`src/hw/rtl/pfd_pkg.sv`:
```
// shared constants for the parity frame deframer
`timescale 1ns / 1ps

package pfd_pkg;

  localparam int FRAME_BYTES = 64;
  localparam int BYTE_W      = 8;
  localparam int CHAR_W      = 7;
  localparam int LEN_W       = 7;
  localparam int CNT_W       = 24;

  localparam logic [LEN_W-1:0] FRAME_LEN = LEN_W'(FRAME_BYTES);
  localparam logic [CNT_W-1:0] CNT_MAX   = {CNT_W{1'b1}};

endpackage

```
`src/hw/rtl/parity_frame_deframer.sv`:
```
// parity frame deframer: header parsing, odd parity check and stream counters
//
// Input channel (rx_valid, rx_stall, rx_byte) carries one received byte per
// transfer. Each frame is three header bytes, the third being the payload
// length (clamped to FRAME_BYTES), then that many payload bytes.
// Result channel (res_valid, res_stall and the result fields) gives one
// result per payload byte: the character with bit 7 cleared, a flag for even
// parity, the byte offset in the stream and the running error total.
// A frame shorter than FRAME_BYTES ends the stream: its last result carries
// stream_end, after which the offset and error counters restart at zero.
// A zero length header gives a single result with has_data low and
// stream_end high. Other header bytes give no result.
// A byte taken passes through the input register, then the result register.
// Throughput is one byte per cycle; the byte in the input register moves on
// whenever the result register is empty or being taken.
// Reset clears both registers' valid bits, the header phase and counters.
// While res_stall holds, the result stays put, one more byte is held in the
// input register and rx_stall then rises.
`timescale 1ns / 1ps

module parity_frame_deframer (
  input  logic                      clk,
  input  logic                      rst,
  input  logic                      rx_valid,
  output logic                      rx_stall,
  input  logic [pfd_pkg::BYTE_W-1:0] rx_byte,
  output logic                      res_valid,
  input  logic                      res_stall,
  output logic                      has_data,
  output logic [pfd_pkg::CHAR_W-1:0] data_char,
  output logic                      parity_error,
  output logic [pfd_pkg::CNT_W-1:0] byte_offset,
  output logic                      stream_end,
  output logic [pfd_pkg::CNT_W-1:0] error_total
);
  import pfd_pkg::*;

  typedef enum logic [1:0] {
    HDR0,
    HDR1,
    HDR_LEN,
    PAYLOAD
  } phase_t;

  phase_t             phase;
  phase_t             phase_next;
  logic [LEN_W-1:0]   bytes_left;
  logic [LEN_W-1:0]   bytes_left_next;
  logic               short_frame;
  logic               short_frame_next;
  logic [CNT_W-1:0]   offset_count;
  logic [CNT_W-1:0]   offset_count_next;
  logic [CNT_W-1:0]   error_count;
  logic [CNT_W-1:0]   error_count_next;

  logic               in_valid;
  logic [BYTE_W-1:0]  in_byte;
  logic               advance;

  logic               produce;
  logic               r_has_data;
  logic [CHAR_W-1:0]  r_char;
  logic               r_err;
  logic [CNT_W-1:0]   r_offset;
  logic               r_end;
  logic [CNT_W-1:0]   r_total;

  logic [LEN_W-1:0]   len;
  logic               err;
  logic [CNT_W-1:0]   err_inc;
  logic [LEN_W-1:0]   left_dec;
  logic               last_byte;

  assign advance  = in_valid && (!res_valid || !res_stall);
  assign rx_stall = in_valid && !advance;

  // clamp length to FRAME_BYTES; bytes above 64 exceed the frame size
  assign len = (in_byte > BYTE_W'(FRAME_BYTES)) ? FRAME_LEN : in_byte[LEN_W-1:0];

  assign err       = ~^in_byte;
  assign err_inc   = (err && error_count != CNT_MAX) ? error_count + 1'b1 : error_count;
  assign left_dec  = (bytes_left != '0) ? bytes_left - 1'b1 : bytes_left;
  assign last_byte = (left_dec == '0);

  always_comb begin
    phase_next        = phase;
    bytes_left_next   = bytes_left;
    short_frame_next  = short_frame;
    offset_count_next = offset_count;
    error_count_next  = error_count;
    produce           = 1'b0;
    r_has_data        = 1'b0;
    r_char            = '0;
    r_err             = 1'b0;
    r_offset          = '0;
    r_end             = 1'b0;
    r_total           = error_count;
    unique case (phase)
      HDR0: phase_next = HDR1;
      HDR1: phase_next = HDR_LEN;
      HDR_LEN: begin
        if (len == '0) begin
          // empty frame closes the stream on its own
          produce           = 1'b1;
          r_end             = 1'b1;
          phase_next        = HDR0;
          bytes_left_next   = '0;
          short_frame_next  = 1'b0;
          offset_count_next = '0;
          error_count_next  = '0;
        end else begin
          bytes_left_next  = len;
          short_frame_next = (len < FRAME_LEN);
          phase_next       = PAYLOAD;
        end
      end
      PAYLOAD: begin
        produce           = 1'b1;
        r_has_data        = 1'b1;
        r_char            = in_byte[CHAR_W-1:0];
        r_err             = err;
        r_offset          = offset_count;
        r_end             = last_byte && short_frame;
        r_total           = err_inc;
        bytes_left_next   = left_dec;
        error_count_next  = err_inc;
        offset_count_next = offset_count + 1'b1;
        if (last_byte) begin
          phase_next = HDR0;
          if (short_frame) begin
            short_frame_next  = 1'b0;
            offset_count_next = '0;
            error_count_next  = '0;
          end
        end
      end
      default: phase_next = HDR0;
    endcase
  end

  always_ff @(posedge clk) begin
    if (rst) begin
      in_valid     <= 1'b0;
      res_valid    <= 1'b0;
      phase        <= HDR0;
      bytes_left   <= '0;
      short_frame  <= 1'b0;
      offset_count <= '0;
      error_count  <= '0;
    end else begin
      if (rx_valid && !rx_stall) begin
        in_valid <= 1'b1;
      end else if (advance) begin
        in_valid <= 1'b0;
      end
      if (advance && produce) begin
        res_valid <= 1'b1;
      end else if (!res_stall) begin
        res_valid <= 1'b0;
      end
      if (advance) begin
        phase        <= phase_next;
        bytes_left   <= bytes_left_next;
        short_frame  <= short_frame_next;
        offset_count <= offset_count_next;
        error_count  <= error_count_next;
      end
    end
    // payload registers
    if (rx_valid && !rx_stall) begin
      in_byte <= rx_byte;
    end
    if (advance && produce) begin
      has_data     <= r_has_data;
      data_char    <= r_char;
      parity_error <= r_err;
      byte_offset  <= r_offset;
      stream_end   <= r_end;
      error_total  <= r_total;
    end
  end

endmodule

```
`config.mk`:
```
export PLATFORM = sky130hd
export DESIGN_NAME = parity_frame_deframer
export DESIGN_NICKNAME = d
export VERILOG_FILES = /design/src/hw/rtl/pfd_pkg.sv /design/src/hw/rtl/parity_frame_deframer.sv
export SDC_FILE = /design/constraint.sdc
export NUM_CORES = 1
export LEC_CHECK = 0
export ABC_AREA = 1
export BUFFER_PORTS_ARGS = -buffer_cell sky130_fd_sc_hd__buf_2
export CAP_MARGIN = 20
export CORE_AREA = 2 2 119 121
export CTS_BUF_LIST = sky130_fd_sc_hd__clkbuf_4 sky130_fd_sc_hd__clkbuf_8
export DETAILED_ROUTE_END_ITERATION = 16
export DIE_AREA = 0 0 121 123
export HOLD_SLACK_MARGIN = 0.08
export PLACE_DENSITY = 0.72
export SLEW_MARGIN = 20
export SYNTH_ARGS = -nofsm -noshare
export SYNTH_HDL_FRONTEND = slang
export SYNTH_SLANG_ARGS = --single-unit
```
`constraint.sdc`:
```
create_clock -name clk -period 2.3 [get_ports clk]
set_input_delay 0.23 -clock clk [delete_from_list [all_inputs] [get_ports clk]]
set_output_delay 0.23 -clock clk [all_outputs]
set_load 0.02 [all_outputs]
```
==> results.yml, run 1 <==
timing:
  clock.fmax_mhz: 465
  skew_ns: 0.0127
  setup_viol: 0
  hold_viol: 0
  maxSlewViolCount: 0
  tightestPinTransition_ns: 0.579
  slew_headroom: 0.613
  hold_ws_ns: 0.145
  period_share: 0.935
  finalCriticalPeriod_ns: 2.15
  worst_slack_ns: 0.151
die:
  row_count: 43
  boundaryPins: 72
  die_w_um: 121
  start_util: 0.486
  chipHeight_um: 123
  design.die.area_mm2: 0.0149
  core_area_mm2: 0.0136
hold_path:
  hold_path.class: "in2reg"
  hold_depth: 3
  worstHoldEndpoint: "res_valid"
  min-delay-start: "res_stall"
clock_tree:
  cts_root_buf: "clkbuf_8"
  clk_latency_ns: 0.45
  numCtsBuffers: 17
  cts.sinks: 126
  cts-htree-levels: 4
  tritoncts: "done"
  path_clk_slew_ns: 0.08
  clk_path_buf_depth: 2
pwr:
  power.internal_mw: 3.53
  power_leakage_nw: 2.85
  combPwrFrac: 0.149
  ir_drop_mv: 0.347
  p_switching_mw: 1.43
  switching_share: 0.288
  p_per_area_mw_per_mm2: 635
  p_seq_frac: 0.479
  power_frac_clock: 0.373
global_route:
  grt_max_degree: 48
  grt_pass1_wl_mm: 24.9
  grt_pass1_vias: 5320
  antenna_found_initial: 0
  grt_usage: 0.211
  grt_overflow: 0
critical_path:
  cp_num_buf_inv: 4
  reg2reg_from: "in_byte[6]"
  startpoint_type: "flop"
  timing.reg2reg.setup_slack_ns: 0.15
  crit_cells: 12
  reg2regPathDepth: 12
  crit_start: "in_byte[6]"
  cp.arrival_ns: 2.48
  worstSetupPathType: "reg2reg"
  worstPathMaxFanout: 45
  setup.worst_path.end_class: "flop"
  max_stage_delay_ns: 0.38
  crit_slowest_cell: "edfxtp_1"
  rr_endpoint: "error_count[21]"
  crit_required_ns: 2.63
  cpMostUsedCell: "nor2_1"
  crit_family: "buffers and inverters"
  cp_cell_sequence: "inv_1, ha_1, inv_1, nand2_1, o31ai_1, nand2_1, a21boi_4, buf_4, buf_12, nor2_1, nor2_1, nor2_1"
synth:
  synthDistinctLibCells: 33
  synthFlopType: "edfxtp_1"
  yosysMostFrequentCell: "nand2_1"
  synth.area.top_cells: "edfxtp_1 (30%), dfxtp_1 (18%), nand2_1 (13%)"
  ys_warn_count: 0
  synthTopCellsByCount: "nand2_1 (233), nor2_1 (156), inv_1 (94)"
  ys_ff_latch: 126
  yosys.area.top_type: "edfxtp_1"
  synthCells: 865
  ys_seq_area_frac: 0.481
  synth_area_per_cell_um2: 7.65
  synthesis.nets: 886
  synthArstFlopShare: 0
  syn_area_mm2: 0.00662
  synth_enable_flop_cells: 66
  synth_top_area_frac: 0.300
drt:
  drt-pass1-iter-count: 5
  num_vias: 5752
  drc: 0
  wl_mm: 14.9
  drtIter0Drc: 432
  wl_per_cell_um: 12.9
  antenna_left: 0
  viasPerCell: 5.00
finish:
  antennaDiodeCount: 0
  n_fill_cell: 1272
  nets: 978
  final_layout_size_suffix_gt1_frac: 0.171
  fin_area_mm2: 0.00780
  multi_input_area_mm2: 0.00295
  area_growth_pct: 18.0
  seq_area_mm2: 0.00318
placed_design:
  placed_area_mm2: 0.00729
  io_buffers: 71
  hpwlAfterDp_mm: 10.1
  gp_congestion: 0.913
  place_ws_ns: 0.102
job:
  maxCapViolCount: 0
run_status:
  outcome: "complete, no violations"
==> final cells by class <==
cell class | count | area share
Multi-Input combinational cell | 612 | 0.377
Tap cell | 180 | 0.0289
Clock inverter | 14 | 0.0168
Sequential cell | 126 | 0.408
Clock buffer | 18 | 0.0317
Inverter | 97 | 0.0470
Timing Repair Buffer | 103 | 0.0904
==> power groups by stage <==
| stage | Combinational [mW] | Sequential [mW] | Clock, mW |
|---|---|---|---|
| 2_1_floorplan | 0.556 | 2.43 | 0 |
| 3_3_place_gp | 0.696 | 2.42 | 0 |
| 3_5_place_dp | 0.708 | 2.42 | 0 |
| 4_1_cts | 0.723 | 2.37 | 1.88 |
| 5_1_grt | 0.841 | 2.37 | 1.99 |
| 6_report | 0.737 | 2.37 | 1.85 |
==> state kept, by name, summed over array words and instances (netlist names) <==
name / flops
error_total: 24
bytes_left: 7
phase: 2
has_data: 1
data_char: 7
error_count: 24
byte_offset: 24
res_valid: 1
in_valid: 1
short_frame: 1
parity_error: 1
offset_count: 24
in_byte: 8
stream_end: 1
==> through the flow <==
stage                     setup TNS, ns   util  instances  total power [mW]
after global placement                0  0.536       1107              3.12
after detailed placement              0  0.536       1107              3.13
after CTS                             0  0.570       1148              4.98
final                                 0  0.573       1150              4.96
after floorplan                       0      -        865              2.98
after global routing            -0.0532  0.573       1150              5.21
==> per-layer routing <==
layer  share of wire  wire [µm]  global-route usage
met5               0          0                   0
met2            0.45       6670               0.327
met1            0.48       7200               0.290
met4           0.012        175              0.0749
met3           0.057        842              0.0526
==> worst reg2reg max path: stages (launching register included) <==
cell and delay (ns):
edfxtp_1 0.38, inv_1 0.07, ha_1 0.24, inv_1 0.07, nand2_1 0.07, o31ai_1 0.12, nand2_1 0.23, a21boi_4 0.23
buf_4 0.15, buf_12 0.23, nor2_1 0.10, nor2_1 0.11, nor2_1 0.04
==> worst max path at each step <==
stage | to | slack (ns)
5_1_grt | error_count[22] | -0.01
3_5_place_dp | error_total[1] | 0.10
6_report | error_count[21] | 0.15
2_1_floorplan | byte_offset[0] | 0.17
4_1_cts | error_total[1] | 0.09
3_3_place_gp | error_total[1] | 0.18
==> layout by cell type (no fill, tap or decap), types with 18 or more instances in the layout <==
cell and count:
a21oi_1 30, buf_2 71, clkbuf_8 18, dfxtp_1 60, edfxtp_1 66, inv_1 94, nand2_1 230, nand3_1 46
nor2_1 155, o21ai_0 38, xor2_1 23
==> cells by family (layout without fill, tap and decap cells) <==
kind of cell,Yosys count,in the layout,synth area share
xor gates and xnor gates,26,26,0.0344
AOI/OAI and AO/OA,94,94,0.0832
and+or+nand+nor,483,483,0.307
adders and majority gates,9,9,0.0170
DFF,126,126,0.481
buffers and inverters,127,232,0.0777
==> timing repair <==
| action | 4_1_cts | 5_1_grt |
|---|---|---|
| gates resized for setup | 0 | 8 |
| buffers inserted | 0 | 2 |
| hold buffers | 9 | 0 |
| hold endpoints to repair | 9 | 0 |
| setup endpoints to repair | 0 | 39 |
(Power assumes the default switching activity.)
==> inputs of run 2 (changes only) <==
--- a/config.mk
+++ b/config.mk
@@ -5,15 +5,14 @@
 export SDC_FILE = /design/constraint.sdc
 export NUM_CORES = 1
 export LEC_CHECK = 0
-export ABC_AREA = 1
 export BUFFER_PORTS_ARGS = -buffer_cell sky130_fd_sc_hd__buf_2
 export CAP_MARGIN = 20
-export CORE_AREA = 2 2 119 121
+export CORE_AREA = 2 2 113 115
 export CTS_BUF_LIST = sky130_fd_sc_hd__clkbuf_4 sky130_fd_sc_hd__clkbuf_8
 export DETAILED_ROUTE_END_ITERATION = 16
-export DIE_AREA = 0 0 121 123
+export DIE_AREA = 0 0 115 117
 export HOLD_SLACK_MARGIN = 0.08
-export PLACE_DENSITY = 0.72
+export PLACE_DENSITY = 0.73
 export SLEW_MARGIN = 20
 export SYNTH_ARGS = -nofsm -noshare
 export SYNTH_HDL_FRONTEND = slang
==> run 2 against run 1 <==
The flow now finishes with violations (setup timing). Critical endpoint unchanged. Die area fell by 9.6%. Clock skew fell by 0.0023 ns. Worst setup slack got worse by 0.29 ns.
==> results.yml, run 2 <==
hold_path:
  worstHoldEndpoint: "bytes_left[4]"
  min-delay-start: "rst"
  hold_depth: 2
  hold_path.class: "in2reg"
synth:
  synth_area_per_cell_um2: 9.68
  synthesis.nets: 645
  ys_ff_latch: 126
  syn_area_mm2: 0.00604
  ys_seq_area_frac: 0.527
  synth_top_area_frac: 0.328
  yosys.area.top_type: "edfxtp_1"
  synth_enable_flop_cells: 66
  synthArstFlopShare: 0
  synthTopCellsByCount: "nand2_1 (69), nor2_1 (67), edfxtp_1 (66)"
  yosysMostFrequentCell: "nand2_1"
  ys_warn_count: 0
  synthDistinctLibCells: 59
  synthFlopType: "edfxtp_1"
  synthCells: 624
  synth.area.top_cells: "edfxtp_1 (33%), dfxtp_1 (20%), nand2_1 (4.3%)"
job:
  maxCapViolCount: 0
critical_path:
  max_stage_delay_ns: 0.44
  crit_required_ns: 2.68
  cp_cell_sequence: "inv_2, ha_4, xnor2_4, xor2_2, nand2_2, a311oi_4, buf_6, nand3_2, or4_1, a31oi_1"
  worstSetupPathType: "reg2reg"
  crit_slowest_cell: "edfxtp_1"
  rr_endpoint: "error_count[21]"
  worstPathMaxFanout: 5
  cp.arrival_ns: 2.81
  timing.reg2reg.setup_slack_ns: -0.13
  setup.worst_path.end_class: "flop"
  crit_family: "simple AND/OR/NAND/NOR gates"
  reg2reg_from: "in_byte[6]"
  cp_num_buf_inv: 2
  reg2regPathDepth: 10
  startpoint_type: "flop"
die:
  chipHeight_um: 117
  core_area_mm2: 0.0123
  row_count: 41
  start_util: 0.490
  boundaryPins: 72
  die_w_um: 115
  design.die.area_mm2: 0.0135
global_route:
  grt_pass1_vias: 5241
  grt_max_degree: 30
  grt_pass1_wl_mm: 25.1
  grt_usage: 0.239
  antenna_found_initial: 0
  grt_overflow: 0
timing:
  finalCriticalPeriod_ns: 2.43
  slew_headroom: 0.543
  period_share: 1.06
  setup_viol: 11
  hold_viol: 0
  rsz0062_at_grt: "yes"
  hold_ws_ns: 0.297
  tightestPinTransition_ns: 0.685
  maxSlewViolCount: 0
  skew_ns: 0.0104
  worst_slack_ns: -0.135
  clock.fmax_mhz: 411
placed_design:
  hpwlAfterDp_mm: 10.4
  io_buffers: 71
  gp_congestion: 0.864
  place_ws_ns: -0.264
clock_tree:
  cts.sinks: 126
  clk_path_buf_depth: 2
  cts_root_buf: "clkbuf_8"
  cts-htree-levels: 4
  numCtsBuffers: 17
  path_clk_slew_ns: 0.07
  tritoncts: "done"
  clk_latency_ns: 0.46
finish:
  area_growth_pct: 40.0
  most-common-layout-cells: "buf_4 (101), buf_2 (71), edfxtp_1 (66)"
  final_common_cell: "buf_4"
  antennaDiodeCount: 0
  nets: 826
  n_fill_cell: 863
  final_layout_size_suffix_gt1_frac: 0.388
pwr:
  ir_drop_mv: 0.364
  power_mw: 4.91
  power_leakage_nw: 3.35
  p_per_area_mw_per_mm2: 581
drt:
  drtIter0Drc: 370
  drt-pass1-iter-count: 5
  wl_mm: 16.1
  num_vias: 5507
  antenna_left: 0
  drc: 0
  viasPerCell: 5.69
  wl_per_cell_um: 16.7
run_status:
  violations: "setup timing"
  outcome: "complete, but fails checks"
[run 2: repair_timing]
action | in CTS | in global routing
endpoints found under the hold margin | 10 | 0
hold buffers | 10 | 0
endpoints found under the setup margin | 61 | 90
gates resized for setup | 38 | 78
buffers inserted | 15 | 8
cloned | 1 | 3
pin swaps | 28 | 37
[run 2: area by class of cell]
class | instances | area [µm²] | area share
Inverter | 28 | 108 | 0.0127
Timing Repair Buffer | 195 | 1420 | 0.168
Multi-Input combinational cell | 437 | 3150 | 0.372
Clock buffer | 24 | 305 | 0.0361
Tap cell | 150 | 188 | 0.0222
Sequential cell | 126 | 3200 | 0.378
Clock inverter | 8 | 90.1 | 0.0107
[run 2: report_power, final]
| part | total, mW | switching (mW) | leakage, nW | internal [mW] |
|---|---|---|---|---|
| logic | 0.613 | 0.294 | 1.96 | 0.319 |
| registers | 2.37 | 0.0130 | 1.19 | 2.36 |
| clock network | 1.92 | 0.839 | 0.205 | 1.08 |
[run 2: cell families after synthesis]
kind of cell | count (synthesis) | share of synthesized area
and+or+nand+nor | 285 | 0.237
DFF | 126 | 0.527
AOI/OAI and AO/OA | 91 | 0.102
buffers and inverters | 62 | 0.0414
xor gates and xnor gates | 49 | 0.0711
adders and majority gates | 9 | 0.0186
muxes | 2 | 0.00352
[run 2: worst max-delay path by stage]
stage | end | depth (start not counted) | start
floorplan | offset_count[6] | 11 | bytes_left[0]
global placement | error_count[23] | 9 | in_byte[5]
detailed placement | error_count[23] | 9 | in_byte[5]
CTS | error_count[21] | 10 | in_byte[0]
global route | error_count[21] | 10 | in_byte[6]
finish | error_count[21] | 10 | in_byte[6]
[run 2: layer usage]
layer	GRT usage	routed length (µm)	vias to the layer above
li1	-	-	2613
met1	0.306	6840	2672
met2	0.389	8010	191
met3	0.0587	934	31
met4	0.106	337	0
met5	0	0	-
[run 2: per-stage QoR]
stage,cell area [µm²],utilization,cells,setup TNS (ns)
floorplan,6120,-,624,-0.0721
global placement,7220,0.587,902,-2.05
detailed placement,7220,0.587,902,-4.01
CTS,8010,0.650,959,-0.309
global route,8460,0.687,968,-4.22
finish,8460,0.687,968,-0.603
